[config.mk]
export PLATFORM = sky130hd
export DESIGN_NAME = led_display_serial_writer
export DESIGN_NICKNAME = d
export VERILOG_FILES = /design/src/sv/ldsw_pkg.sv /design/src/sv/ldsw_shifter.sv /design/src/sv/ldsw_seq.sv /design/src/sv/led_display_serial_writer.sv
export SDC_FILE = /design/constraint.sdc
export NUM_CORES = 1
export LEC_CHECK = 0
export BUFFER_PORTS_ARGS = -buffer_cell sky130_fd_sc_hd__buf_2
export CORE_ASPECT_RATIO = 0.9
export CORE_MARGIN = 2
export CORE_UTILIZATION = 45
export DETAILED_ROUTE_END_ITERATION = 10
export GPL_TIMING_DRIVEN = 0
export PLACE_DENSITY = 0.66
export REMOVE_ABC_BUFFERS = 1
export SKIP_CTS_REPAIR_TIMING = 1
export SYNTH_ARGS = -nofsm -noshare
export SYNTH_HDL_FRONTEND = slang
export SYNTH_SLANG_ARGS = --single-unit
[constraint.sdc]
create_clock -name clk -period 2.5 [get_ports clk]
set_input_delay 0.25 -clock clk [delete_from_list [all_inputs] [get_ports clk]]
set_output_delay 0.25 -clock clk [all_outputs]
set_load 0.05 [all_outputs]
[src/sv/ldsw_pkg.sv]
// Shared constants and types for the LED display serial writer.
`timescale 1ns / 1ps
`default_nettype none

package ldsw_pkg;

  localparam logic [1:0] ACT_DISPLAY_ON = 2'd0;
  localparam logic [1:0] ACT_DIGIT      = 2'd1;
  localparam logic [1:0] ACT_LED        = 2'd2;

  localparam logic [7:0] CMD_DATA_FIXED = 8'h44;
  localparam logic [3:0] CMD_ADDR_HI    = 4'hC;
  localparam logic [7:0] CMD_DISPLAY_ON = 8'h88;
  localparam logic [7:0] DOT_BIT        = 8'h80;
  localparam logic [2:0] DOT_POSITION   = 3'd6;

  typedef struct packed {
    logic load;
    logic step;
  } shift_ctl_t;

  typedef struct packed {
    logic bit_val;
    logic phase;
    logic done;
  } shift_stat_t;

  typedef struct packed {
    logic       long_frame;
    logic [7:0] byte0;
    logic [7:0] byte1;
    logic [7:0] byte2;
  } job_t;

endpackage

`default_nettype wire

[src/sv/ldsw_shifter.sv]
// Byte shift register that serializes one bit per low and high phase, LSB first.
`timescale 1ns / 1ps
`default_nettype none

module ldsw_shifter (
  input  wire logic                clk,
  input  wire logic                rst_n,
  input  wire ldsw_pkg::shift_ctl_t ctl,
  input  wire logic [7:0]          load_byte,
  output ldsw_pkg::shift_stat_t    stat
);
  import ldsw_pkg::*;

  logic [7:0] sr_r, sr_nxt;
  logic [2:0] cnt_r, cnt_nxt;
  logic       phase_r, phase_nxt;

  always_comb begin
    sr_nxt    = sr_r;
    cnt_nxt   = cnt_r;
    phase_nxt = phase_r;
    if (ctl.load) begin
      sr_nxt    = load_byte;
      cnt_nxt   = 3'd0;
      phase_nxt = 1'b0;
    end else if (ctl.step) begin
      phase_nxt = ~phase_r;
      if (phase_r) begin
        sr_nxt  = {1'b0, sr_r[7:1]};
        cnt_nxt = cnt_r + 3'd1;
      end
    end
  end

  always_ff @(posedge clk) begin
    sr_r <= sr_nxt;
    if (!rst_n) begin
      cnt_r   <= 3'd0;
      phase_r <= 1'b0;
    end else begin
      cnt_r   <= cnt_nxt;
      phase_r <= phase_nxt;
    end
  end

  assign stat.bit_val = sr_r[0];
  assign stat.phase   = phase_r;
  assign stat.done    = (cnt_r == 3'd7) && phase_r;

endmodule

`default_nettype wire

[src/sv/ldsw_seq.sv]
// Frame sequencer: strobe framing, pin levels and the output register.
`timescale 1ns / 1ps
`default_nettype none

module ldsw_seq (
  input  wire logic           clk,
  input  wire logic           rst_n,
  input  wire logic           start,
  input  wire ldsw_pkg::job_t job,
  output logic                idle,
  input  wire logic           out_tready,
  output logic                out_tvalid,
  output logic [7:0]          out_tdata,
  output logic                out_tlast
);
  import ldsw_pkg::*;

  typedef enum logic [2:0] {
    ST_IDLE,
    ST_STB0,
    ST_BYTE0,
    ST_STB1,
    ST_STB2,
    ST_BYTE1,
    ST_BYTE2,
    ST_STB3
  } state_t;

  state_t      state_r, state_nxt;
  logic        strobe_r, strobe_nxt;
  logic        clock_r, clock_nxt;
  logic        data_r, data_nxt;
  logic        out_tvalid_r, out_tvalid_nxt;
  logic [7:0]  out_tdata_r, out_tdata_nxt;
  logic        out_tlast_r, out_tlast_nxt;
  logic        fire;
  shift_ctl_t  sh_ctl;
  shift_stat_t sh_stat;
  logic [7:0]  sh_byte;

  ldsw_shifter u_shifter (
    .clk       (clk),
    .rst_n     (rst_n),
    .ctl       (sh_ctl),
    .load_byte (sh_byte),
    .stat      (sh_stat)
  );

  assign fire = (state_r != ST_IDLE) && (!out_tvalid_r || out_tready);

  always_comb begin
    state_nxt      = state_r;
    strobe_nxt     = strobe_r;
    clock_nxt      = clock_r;
    data_nxt       = data_r;
    out_tvalid_nxt = out_tvalid_r && !out_tready;
    out_tdata_nxt  = out_tdata_r;
    out_tlast_nxt  = out_tlast_r;
    sh_ctl         = '0;
    sh_byte        = job.byte0;

    unique case (state_r)
      ST_IDLE: begin
        if (start) state_nxt = ST_STB0;
      end
      ST_STB0: begin
        strobe_nxt  = 1'b0;
        sh_ctl.load = fire;
        sh_byte     = job.byte0;
        state_nxt   = ST_BYTE0;
      end
      ST_BYTE0: begin
        clock_nxt   = sh_stat.phase;
        data_nxt    = sh_stat.bit_val;
        sh_ctl.step = fire;
        if (sh_stat.done) state_nxt = job.long_frame ? ST_STB1 : ST_STB3;
      end
      ST_STB1: begin
        strobe_nxt = 1'b1;
        state_nxt  = ST_STB2;
      end
      ST_STB2: begin
        strobe_nxt  = 1'b0;
        sh_ctl.load = fire;
        sh_byte     = job.byte1;
        state_nxt   = ST_BYTE1;
      end
      ST_BYTE1: begin
        clock_nxt   = sh_stat.phase;
        data_nxt    = sh_stat.bit_val;
        sh_ctl.step = fire;
        sh_byte     = job.byte2;
        if (sh_stat.done) begin
          sh_ctl.load = fire;
          state_nxt   = ST_BYTE2;
        end
      end
      ST_BYTE2: begin
        clock_nxt   = sh_stat.phase;
        data_nxt    = sh_stat.bit_val;
        sh_ctl.step = fire;
        if (sh_stat.done) state_nxt = ST_STB3;
      end
      ST_STB3: begin
        strobe_nxt = 1'b1;
        state_nxt  = ST_IDLE;
      end
      default: state_nxt = ST_IDLE;
    endcase

    if (state_r != ST_IDLE) begin
      if (fire) begin
        out_tvalid_nxt = 1'b1;
        out_tdata_nxt  = {5'b0, data_nxt, clock_nxt, strobe_nxt};
        out_tlast_nxt  = (state_r == ST_STB3);
      end else begin
        // hold everything while the output slot is occupied
        state_nxt  = state_r;
        strobe_nxt = strobe_r;
        clock_nxt  = clock_r;
        data_nxt   = data_r;
      end
    end
  end

  always_ff @(posedge clk) begin
    out_tdata_r <= out_tdata_nxt;
    out_tlast_r <= out_tlast_nxt;
    if (!rst_n) begin
      state_r      <= ST_IDLE;
      strobe_r     <= 1'b1;
      clock_r      <= 1'b1;
      data_r       <= 1'b1;
      out_tvalid_r <= 1'b0;
    end else begin
      state_r      <= state_nxt;
      strobe_r     <= strobe_nxt;
      clock_r      <= clock_nxt;
      data_r       <= data_nxt;
      out_tvalid_r <= out_tvalid_nxt;
    end
  end

  assign idle       = (state_r == ST_IDLE);
  assign out_tvalid = out_tvalid_r;
  assign out_tdata  = out_tdata_r;
  assign out_tlast  = out_tlast_r;

`ifndef SYNTHESIS
  a_idle_strobe_high: assert property (@(posedge clk) disable iff (!rst_n)
    state_r == ST_IDLE |-> strobe_r)
    else $error("strobe low while idle");

  a_byte_strobe_low: assert property (@(posedge clk) disable iff (!rst_n)
    (state_r == ST_BYTE0 || state_r == ST_BYTE1 || state_r == ST_BYTE2) |-> !strobe_r)
    else $error("strobe high during byte transfer");

  a_stall_pins_hold: assert property (@(posedge clk) disable iff (!rst_n)
    out_tvalid_r && !out_tready |=> $stable(strobe_r) && $stable(clock_r) && $stable(data_r))
    else $error("pin levels moved while output stalled");

  a_last_ends_frame: assert property (@(posedge clk) disable iff (!rst_n)
    fire && state_r == ST_STB3 |=> state_r == ST_IDLE && out_tlast_r && strobe_r)
    else $error("final strobe did not close the command");
`endif

endmodule

`default_nettype wire

[src/sv/led_display_serial_writer.sv]
// Top level of the LED display serial writer: command capture and byte formation.
`timescale 1ns / 1ps
`default_nettype none

// Takes one display command per input transaction and emits the pin snapshots of a
// three-wire strobe/clock/data link, one snapshot per output transaction, LSB first,
// with out_tlast on the final snapshot of each command. A display-on command gives
// 18 snapshots and a digit or LED write gives 52; action code 3 is accepted and
// dropped with no output. The frame sequencer emits at most one snapshot per cycle,
// held while out_tready is low, through a bit-serial byte shifter, and a new command
// is taken once the sequencer has returned to idle after the last snapshot of the
// previous one has been loaded. Pins idle high after reset.
module led_display_serial_writer (
  input  wire logic        clk,
  input  wire logic        rst_n,
  input  wire logic        in_tvalid,
  output logic             in_tready,
  input  wire logic [15:0] in_tdata,   // position[2:0], value[10:3], brightness[13:11]
  input  wire logic [1:0]  in_tuser,   // action[1:0]
  output logic             out_tvalid,
  input  wire logic        out_tready,
  output logic [7:0]       out_tdata,  // strobe_res[0], clock_res[1], data_line[2]
  output logic             out_tlast
);
  import ldsw_pkg::*;

  logic [1:0] action;
  logic [2:0] position;
  logic [7:0] value;
  logic [2:0] brightness;
  logic       accept;
  logic       start_r;
  logic       seq_idle;
  job_t       job_r, job_nxt;
  logic [7:0] seg;

  assign action     = in_tuser;
  assign position   = in_tdata[2:0];
  assign value      = in_tdata[10:3];
  assign brightness = in_tdata[13:11];

  assign in_tready = seq_idle && !start_r;
  assign accept    = in_tvalid && in_tready;

  always_comb begin
    seg = value;
    if (position == DOT_POSITION && value != 8'd0) seg = value | DOT_BIT;
    job_nxt.long_frame = (action != ACT_DISPLAY_ON);
    job_nxt.byte0      = (action == ACT_DISPLAY_ON) ?
                         (CMD_DISPLAY_ON | {5'b0, brightness}) : CMD_DATA_FIXED;
    job_nxt.byte1      = {CMD_ADDR_HI, position, action == ACT_LED};
    job_nxt.byte2      = (action == ACT_LED) ? {7'b0, value != 8'd0} : seg;
  end

  always_ff @(posedge clk) begin
    if (accept) job_r <= job_nxt;
    if (!rst_n) begin
      start_r <= 1'b0;
    end else begin
      start_r <= accept && (action == ACT_DISPLAY_ON || action == ACT_DIGIT ||
                            action == ACT_LED);
    end
  end

  ldsw_seq u_seq (
    .clk        (clk),
    .rst_n      (rst_n),
    .start      (start_r),
    .job        (job_r),
    .idle       (seq_idle),
    .out_tready (out_tready),
    .out_tvalid (out_tvalid),
    .out_tdata  (out_tdata),
    .out_tlast  (out_tlast)
  );

endmodule

`default_nettype wire
==> impl_metrics.py, run 1 <==
metrics = {
    "global_route": {
        "grt_overflow": 0,
        "grt_pass1_wl_mm": 6.29,
        "grt_pass1_vias": 1314,
        "grt_max_degree": 21,
        "grtUsageTotal_pct": 17.1,
        "antenna_found_initial": 0,
    },
    "sta": {
        "fin_skew_ps": 5.10,
        "tightest_slew_ps": 887,
        "finalWorstSetupSlack_ps": 298,
        "fmaxAchievable_ghz": 0.454,
        "drv_slew": 0,
        "setup_viol": 0,
        "rsz0062_at_grt": "false",
        "period_share_pct": 88.1,
        "hold_violations": 0,
        "min_period_ps": 2200,
        "max_slew_margin_pct": 40.7,
    },
    "power_and_ir_drop": {
        "switching_power_mw": 0.881,
        "leakage_nw": 0.851,
        "pwr-share-clk_pct": 22.0,
        "p_per_area_nw_per_um2": 1090,
        "seqPwrFrac_pct": 44.1,
        "internal_power_mw": 1.64,
        "switching_share_pct": 35.0,
        "ir_worst_vdd_uv": 440,
        "pwr-share-comb_pct": 33.9,
    },
    "floorplanning": {
        "die_y_um": 68.1,
        "die_w_um": 75.2,
        "core_sq_um": 4430,
        "num_rows": 23,
        "top_level_ports": 33,
        "start_util_pct": 46.3,
        "dieArea_sq_um": 5120,
    },
    "worst_setup_path": {
        "crit_path_max_fanout": 13,
        "critPathKind": "reg2reg",
        "start_kind": "register",
        "path_cells": "nor2b_1 -> mux2_1 -> mux2_2",
        "reg2reg_depth": 3,
        "crit_path_max_incr_delay_ps": 660,
        "crit_buf_inv": 0,
        "cp-startpoint": "u_seq.state_r[2]$_SDFFE_PN0P_",
        "cp.arrival_ps": 2250,
        "r2r_slack_ps": 300,
        "r2r_end": "u_seq.u_shifter.sr_r[0]$_DFFE_PP_",
        "worst_path_dominant_cell_family": "multiplexers",
        "slowest_stage": "nor2b_1",
        "worstSetupEndpointType": "register",
        "r2r_start": "u_seq.state_r[2]$_SDFFE_PN0P_",
        "crit_required_ps": 2550,
    },
    "drt": {
        "post-route-drc-count": 0,
        "avgViaCountPerCell": 5.34,
        "vias": 1351,
        "wl_mm": 3.81,
        "avgRoutedWirePerCell_um": 15.1,
        "drt_pre_antenna_iters": 4,
        "ant_nets": 0,
        "drt_iter0_markers": 87,
    },
    "hold_path": {
        "worstHoldPathType": "in2reg",
        "worstHoldStart": "in_tdata[2]",
        "hold_depth": 1,
        "min_to": "job_r[11]$_DFFE_PP_",
    },
    "place": {
        "gp_congestion": 0.797,
        "place_inst": 241,
        "post-dp-hpwl_mm": 2.61,
        "pre_cts_ws_ps": -116,
        "portBuffers": 25,
    },
    "synth": {
        "synth_area_per_cell_sq_um": 12.4,
        "ys_seq_elements": 41,
        "yosysTopAreaCellShare_pct": 42.4,
        "synth_area_sq_um": 2050,
        "yosysSeqAreaShare_pct": 54.1,
        "synth_area_leaders": "edfxtp_1 (42%), dfxtp_1 (12%), mux2_2 (4.9%), and2_1 (2.7%), mux2_1 (2.7%)",
        "yosysTopAreaCell": "edfxtp_1",
        "synthCells": 166,
        "yosys_warnings": 0,
        "async_reset_ff_share_pct": 0,
        "synth_edf_count": 29,
        "ys.flop_type": "edfxtp_1",
        "yosysUniqueCellTypes": 54,
    },
    "layout": {
        "final_nets": 214,
        "regArea_sq_um": 1110,
        "layout-drive-gt1-share_pct": 29.3,
        "fin_cells": 253,
        "multi_input_area_sq_um": 805,
        "n_fill_cell": 421,
        "diodes": 0,
        "syn2layout_area_growth_pct": 12.0,
    },
    "flow_run": {
        "maxCapViolCount": 0,
    },
    "clocking": {
        "cts_tree": "built",
        "numClockSinks": 41,
        "cts_made_buffers": 5,
        "clock_latency_ps": 290,
        "clk_path_buf_depth": 2,
        "htree_levels": 2,
        "path_clk_slew_ps": 80,
        "root_buffer": "clkbuf_8",
    },
    "outcome": {
        "status": "complete, no violations",
    },
}
[area by class of cell]
class,count,share of cell area [%]
sequential,41,48.4
multi-input combinational,104,35.0
timing repair buffer,29,6.75
clock buffer,7,3.75
tap,62,3.37
inverter,9,1.47
clock inverter,1,1.31
[metal layers]
metal	global-route usage (%)	vias to the layer above	wire [um]	share of wire, %
met5	0	-	0	0
met4	8.99	0	116	3.0
met3	5.74	14	182	4.8
met2	27.5	43	1860	49
met1	20.4	639	1660	43
li1	-	655	-	-
[worst max path at each step]
stage	to	slack [ps]	cells after the start
after floorplan	u_seq.u_shifter.sr_r[0]$_DFFE_PP_	410	3
after global placement	u_seq.u_shifter.sr_r[7]$_SDFFCE_PP0P_	-30	3
after detailed placement	u_seq.u_shifter.sr_r[2]$_DFFE_PP_	-120	3
after CTS	u_seq.u_shifter.sr_r[2]$_DFFE_PP_	-100	3
after global routing	u_seq.u_shifter.sr_r[0]$_DFFE_PP_	180	3
final	u_seq.u_shifter.sr_r[0]$_DFFE_PP_	300	3
[stage by stage]
step                instance area, sq um  power (mW)  util (%)  TNS (ps)  hold slack (ps)
global placement                    2150        1.90      48.6      -244              440
CTS                                 2270        2.49      51.2      -760              134
finish                              2300        2.52      51.9         0              147
global route                        2300        2.65      51.9         0              124
floorplan                           1950        1.73         -         0              322
detailed placement                  2150        1.93      48.6      -924              447
[state kept, by name (all words and copies together) (netlist names), 3 cells and up]
register	cells
u_seq.u_shifter.sr_r	8
job_r	17
u_seq.state_r	3
u_seq.u_shifter.cnt_r	3
u_seq.out_tdata	3
[cells in the mapped netlist, drive strengths merged, types with 5 or more instances]
| library cell | instances |
|---|---|
| dfxtp | 12 |
| edfxtp | 29 |
| a211oi | 6 |
| nand2b | 5 |
| nand2 | 7 |
| nor2 | 5 |
| mux2 | 16 |
| buf | 12 |
| inv | 9 |
| and2 | 10 |
[power by group through the flow]
stage,Sequential (mW),Combinational [mW],Clock (mW)
floorplan,1.19,0.534,0
global placement,1.11,0.790,0
detailed placement,1.12,0.812,0
CTS,1.11,0.815,0.566
global route,1.14,0.924,0.594
finish,1.11,0.854,0.553
[logic make-up (layout without fill, tap and decap cells)]
| kind of cell | count (synthesis) | count (layout) | share of synthesized area [%] |
|---|---|---|---|
| other | 1 | 5 | 0.183 |
| and+or+nand+nor | 42 | 42 | 12.1 |
| buffers and inverters | 25 | 46 | 7.43 |
| adders and majority gates | 2 | 2 | 1.22 |
| DFF | 41 | 41 | 54.1 |
| AOI/OAI and AO/OA | 37 | 37 | 14.8 |
| muxes | 18 | 18 | 10.1 |
[placed cells by master (no fill, tap or decap), drive strengths merged, types with 2 or more instances in the layout]
cell type	n
ha	2
and3	2
o21ai	4
nor4	3
nor2b	3
clkbuf	7
nand2b	5
mux2	16
o41ai	2
a21oi	4
nor2	5
o211ai	3
o31ai	2
o2111ai	2
mux2i	2
a2111oi	2
dfxtp	12
nand2	7
and2	10
inv	9
o21a	2
conb	5
a211oi	6
buf	29
edfxtp	29
Note: power is estimated with default switching activity, not from simulation.
==> run 2: changes to the inputs <==
CORE_UTILIZATION = 56   (was 45)
PLACE_DENSITY = 0.79   (was 0.66)
==> impl_metrics.py, run 2 (same netlist as run 1, synthesis figures left out) <==
metrics = {
    "power_and_ir_drop": {
        "pwr-share-clk_pct": 21.6,
        "switching_power_mw": 0.879,
        "pwr-share-comb_pct": 33.1,
        "p_per_area_nw_per_um2": 1090,
        "seqPwrFrac_pct": 45.4,
        "internal_power_mw": 1.57,
        "ir_worst_vdd_uv": 707,
        "switching_share_pct": 35.9,
        "leakage_nw": 0.823,
    },
    "drt": {
        "ant_nets": 0,
        "wl_mm": 3.60,
        "post-route-drc-count": 0,
        "avgViaCountPerCell": 5.92,
        "drt_pre_antenna_iters": 6,
        "vias": 1368,
        "drt_iter0_markers": 108,
        "avgRoutedWirePerCell_um": 15.6,
    },
    "global_route": {
        "grt_pass1_wl_mm": 6.00,
        "grt_pass1_vias": 1295,
        "grt_overflow": 0,
        "antenna_found_initial": 0,
        "grt_max_degree": 21,
        "grtUsageTotal_pct": 20.3,
    },
    "layout": {
        "largest_reg_flops": 17,
        "layout_common_cells": "edfxtp_1 (29), buf_2 (25), dfxtp_1 (11)",
        "final_common_cell": "edfxtp_1",
        "diodes": 0,
        "top_register": "job_r",
        "layout-drive-gt1-share_pct": 27.8,
        "final_nets": 210,
        "syn2layout_area_growth_pct": 9.14,
        "top_regs": "job_r: 17 flops, u_seq.u_shifter.sr_r: 8 flops",
        "fin_cells": 231,
    },
    "clocking": {
        "cts_made_buffers": 5,
        "root_buffer": "clkbuf_8",
        "cts_tree": "built",
        "numClockSinks": 41,
        "htree_levels": 2,
        "path_clk_slew_ps": 80,
        "clock_latency_ps": 300,
        "clk_path_buf_depth": 2,
    },
    "sta": {
        "tightest_slew_ps": 856,
        "fmaxAchievable_ghz": 0.426,
        "hold_violations": 0,
        "tns_ps": 0,
        "rsz0062_at_grt": "false",
        "max_slew_margin_pct": 42.8,
        "min_period_ps": 2350,
        "drv_slew": 0,
        "setup_viol": 0,
        "fin_skew_ps": 7.66,
        "period_share_pct": 93.8,
        "whs_ps": 141,
    },
    "hold_path": {
        "hold_depth": 1,
        "min_to": "job_r[10]$_DFFE_PP_",
        "worstHoldStart": "in_tdata[1]",
        "worstHoldPathType": "in2reg",
    },
    "floorplanning": {
        "top_level_ports": 33,
        "die_w_um": 67.8,
        "start_util_pct": 59.5,
        "core_sq_um": 3450,
        "die_y_um": 61.4,
        "dieArea_sq_um": 4170,
        "num_rows": 20,
    },
    "worst_setup_path": {
        "crit_path_max_incr_delay_ps": 700,
        "r2r_slack_ps": 150,
        "slowest_stage": "a311oi_4",
        "cp-startpoint": "u_seq.u_shifter.cnt_r[0]$_SDFFE_PP0P_",
        "critPathKind": "reg2reg",
        "critical_path.most_common_cell": "ha_1",
        "crit_required_ps": 2460,
        "crit_path_max_fanout": 13,
        "r2r_end": "u_seq.u_shifter.sr_r[5]$_DFFE_PP_",
        "path_cells": "ha_1 -> ha_1 -> nand2_2 -> a311oi_4 -> nand2b_1",
        "reg2reg_depth": 5,
        "worstSetupEndpointType": "register",
        "start_kind": "register",
        "crit_buf_inv": 0,
        "r2r_start": "u_seq.u_shifter.cnt_r[0]$_SDFFE_PP0P_",
        "cp.arrival_ps": 2310,
        "worst_path_dominant_cell_family": "compound AO/OA/AOI/OAI gates",
    },
    "place": {
        "place_inst": 223,
        "portBuffers": 25,
        "post-dp-hpwl_mm": 2.60,
        "gp_congestion": 0.758,
    },
    "outcome": {
        "status": "complete, no violations",
    },
    "flow_run": {
        "maxCapViolCount": 0,
    },
}
[run 2: power by group through the flow]
stage               sequential [mW]  clock (mW)  combinational [mW]
detailed placement             1.13           0               0.806
floorplan                      1.19           0               0.534
global placement               1.11           0               0.771
global route                   1.14       0.558               0.875
finish                         1.11       0.528               0.810
CTS                            1.11       0.532               0.811
[run 2: area by class of cell]
cell class              count  area [sq um]
clock buffers               5          68.8
repair buffers             25           125
inverters                   9          33.8
fillers                   267          1210
well taps                  44          55.1
clock inverters             3          41.3
flip-flops and latches     41          1110
multi-input cells         104           805
[run 2: metrics by stage]
stage | util, % | cell area [sq um] | total power, mW | setup WS [ps]
2_1_floorplan | - | 1950 | 1.73 | 406
3_3_place_gp | 61.7 | 2130 | 1.88 | 57.7
3_5_place_dp | 61.7 | 2130 | 1.93 | 6.88
4_1_cts | 64.9 | 2240 | 2.45 | 1.08
5_1_grt | 64.9 | 2240 | 2.57 | 14.8
6_report | 64.9 | 2240 | 2.45 | 155
[run 2: worst max-delay path by stage]
stage,to,slack [ps],cells past startpoint
2_1_floorplan,u_seq.u_shifter.sr_r[0]$_DFFE_PP_,410,3
3_3_place_gp,u_seq.u_shifter.sr_r[3]$_DFFE_PP_,60,3
3_5_place_dp,u_seq.u_shifter.sr_r[1]$_DFFE_PP_,7,3
4_1_cts,u_seq.u_shifter.sr_r[1]$_DFFE_PP_,1,3
5_1_grt,u_seq.u_shifter.sr_r[1]$_DFFE_PP_,10,5
6_report,u_seq.u_shifter.sr_r[5]$_DFFE_PP_,150,5
[run 2: routing by layer]
metal  wire [um]  GRT usage [%]  up-vias
met3         250           4.94       17
met2        1690           30.8       63
met5           0              0        -
li1            -              -      651
met1        1540           26.9      637
met4         108           11.4        0
[run 2: worst reg2reg max path: cells and delay by family, from the launching register on]
kind	cells	cell delay, ps
adder cells (fa/ha/maj)	2	380
AND/OR/NAND/NOR	2	520
AO/OA/AOI/OAI	1	700
flip-flops	1	400
==> run 3: changes to the inputs <==
ABC_AREA = 1   (was unset)
CORE_UTILIZATION = 55   (was 56)
PLACE_DENSITY = 0.78   (was 0.79)
SLEW_MARGIN = 20   (was unset)
clock period = 2.2 ns   (was 2.5 ns; I/O delays follow)
==> impl_metrics.py, run 3 <==
metrics = {
    "outcome": {
        "status": "complete, no violations",
    },
    "drt": {
        "top_layer_used": "met4",
        "wl_met2_mm": 1.48,
        "drt_iter0_markers": 105,
        "post-route-drc-count": 0,
        "drt_pre_antenna_iters": 4,
        "routedLengthMet1_mm": 1.52,
        "avgRoutedWirePerCell_um": 11.3,
        "wl_mm": 3.23,
        "vias": 1422,
        "met3_length_um": 148,
        "ant_nets": 0,
        "avgViaCountPerCell": 4.99,
    },
    "global_route": {
        "antenna_found_initial": 0,
        "grt_pass1_vias": 1299,
        "grt_overflow": 0,
        "grt_max_degree": 18,
        "grt_pass1_wl_mm": 5.53,
        "grtUsageTotal_pct": 18.9,
    },
    "floorplanning": {
        "die_y_um": 60.4,
        "core_sq_um": 3380,
        "top_level_ports": 33,
        "start_util_pct": 57.5,
        "die_w_um": 66.6,
        "num_rows": 20,
        "dieArea_sq_um": 4020,
    },
    "place": {
        "post-dp-hpwl_mm": 2.36,
        "pre_cts_ws_ps": 210,
        "portBuffers": 25,
        "place_inst": 278,
        "gp_congestion": 0.766,
    },
    "layout": {
        "final_core_util_pct": 64.6,
        "layout-drive-gt1-share_pct": 18.7,
        "fin_cells": 285,
        "top_regs": "job_r: 17 flops, u_seq.u_shifter.sr_r: 8 flops",
        "syn2layout_area_growth_pct": 12.4,
        "final_common_cell": "nand2_1",
        "largest_reg_flops": 17,
        "layout_common_cells": "nand2_1 (57), inv_1 (30), edfxtp_1 (29)",
        "final_nets": 265,
        "diodes": 0,
        "top_register": "job_r",
    },
    "sta": {
        "period_share_pct": 90.9,
        "whs_ps": 108,
        "rsz0062_at_grt": "false",
        "finalWorstSetupSlack_ps": 200,
        "max_slew_margin_pct": 59.0,
        "hold_violations": 0,
        "fin_skew_ps": 4.95,
        "fmaxAchievable_ghz": 0.500,
        "min_period_ps": 2000,
        "drv_slew": 0,
        "tns_ps": 0,
        "setup_viol": 0,
        "tightest_slew_ps": 613,
    },
    "hold_path": {
        "worstHoldPathType": "in2reg",
    },
    "worst_setup_path": {
        "crit_path_max_incr_delay_ps": 530,
        "crit_required_ps": 2160,
        "slowest_stage": "dfxtp_1",
        "start_kind": "register",
        "cp.arrival_ps": 1960,
        "critPathKind": "reg2reg",
        "path_cells": "inv_1 -> a21oi_2 -> o21ai_4 -> nand2_1",
        "crit_path_max_fanout": 14,
        "worstSetupEndpointType": "register",
    },
    "synth": {
        "ys.flop_type": "edfxtp_1",
        "synth_area_sq_um": 1940,
        "synthCells": 213,
        "synth_area_per_cell_sq_um": 9.12,
        "yosys.area_share.xor_xnor_pct": 0,
        "yosys_warnings": 0,
        "synth_common_cells": "nand2_1 (57), inv_1 (30), edfxtp_1 (29), nor2_1 (23), nand3_1 (13)",
        "yosysMostFrequentCell": "nand2_1",
        "yosys.area_share.simple_pct": 24.9,
        "yosysTopAreaCell": "edfxtp_1",
        "synth_area_leaders": "edfxtp_1 (45%), dfxtp_1 (12%), nand2_1 (11%), inv_1 (5.8%), nor2_1 (4.4%)",
        "yosys-mux-area-fraction_pct": 0,
        "synthAdderAreaFrac_pct": 1.29,
        "ys_seq_elements": 41,
        "async_reset_ff_share_pct": 0,
        "synth_edf_count": 29,
        "synth_top_family_by_area": "simple AND/OR/NAND/NOR gates",
        "yosysSeqAreaShare_pct": 57.2,
        "yosysUniqueCellTypes": 31,
        "synth_compound_area_share_pct": 7.22,
        "yosysTopAreaCellShare_pct": 44.8,
    },
    "clocking": {
        "cts_tree": "built",
        "clock_latency_ps": 290,
        "cts_made_buffers": 5,
        "numClockSinks": 41,
        "path_clk_slew_ps": 70,
        "root_buffer": "clkbuf_8",
        "clk_path_buf_depth": 2,
        "htree_levels": 2,
    },
    "flow_run": {
        "maxCapViolCount": 0,
    },
    "power_and_ir_drop": {
        "p_per_area_nw_per_um2": 1340,
        "ir_worst_vdd_uv": 986,
        "leakage_nw": 1.02,
    },
}
## run 3: cell count changes after synthesis, sizes merged, moves of 6 or more
cell   delta
nand2    +52
inv      +23
nor2     +20
mux2     -16
nand3    +15
and2     -10
o21ai     +6
## run 3: path summary, 6_finish.rpt
| check | start | to | slack, ps | depth (start not counted) |
|---|---|---|---|---|
| worst max register to register | u_seq.state_r[2]$_SDFFE_PN0P_ | u_seq.u_shifter.sr_r[5]$_DFFE_PP_ | 200 | 4 |
| worst min register to register | u_seq.strobe_r$_SDFFE_PN1P_ | u_seq.strobe_r$_SDFFE_PN1P_ | 500 | 2 |
| worst max-delay path | u_seq.state_r[2]$_SDFFE_PN0P_ | u_seq.u_shifter.sr_r[5]$_DFFE_PP_ | 200 | 4 |
| worst min-delay path | in_tdata[2] | job_r[11]$_DFFE_PP_ | 110 | 1 |
## run 3: logic make-up after synthesis
group,count (synthesis)
AOI/OAI and AO/OA,21
adders and majority gates,2
buffers and inverters,40
DFF,41
other,1
and+or+nand+nor,108
## run 3: layout make-up
type                    instances  area (sq um)
fillers                       296          1190
flip-flops and latches         41          1110
multi-input cells             136           668
repair buffers                 25           125
inverters                      32           120
clock buffers                   5          68.8
well taps                      44          55.1
clock inverters                 2          35.0
## run 3: per-stage QoR
stage | area, sq um | power [mW]
4_1_cts | 2180 | 2.95
5_1_grt | 2180 | 3.14
6_report | 2180 | 2.93
2_1_floorplan | 1900 | 2.13
3_3_place_gp | 2080 | 2.35
3_5_place_dp | 2080 | 2.37
## run 3: where the power goes
part	internal (mW)	switching (mW)
clock	0.329	0.244
combinational	0.300	0.791
sequential	1.14	0.119
## run 3: worst max-delay path, delay by kind of cell (launching register included)
| family | cells | cell delay [ps] |
|---|---|---|
| compound gates | 2 | 580 |
| simple gates | 1 | 360 |
| flops | 1 | 530 |
| buf+inv | 1 | 200 |
## run 3: per-layer routing
layer / up-vias / global-route usage, %
li1: 738 / -
met1: 641 / 24.8
met2: 36 / 29.4
met3: 7 / 4.64
met4: 0 / 9.91
met5: - / 0
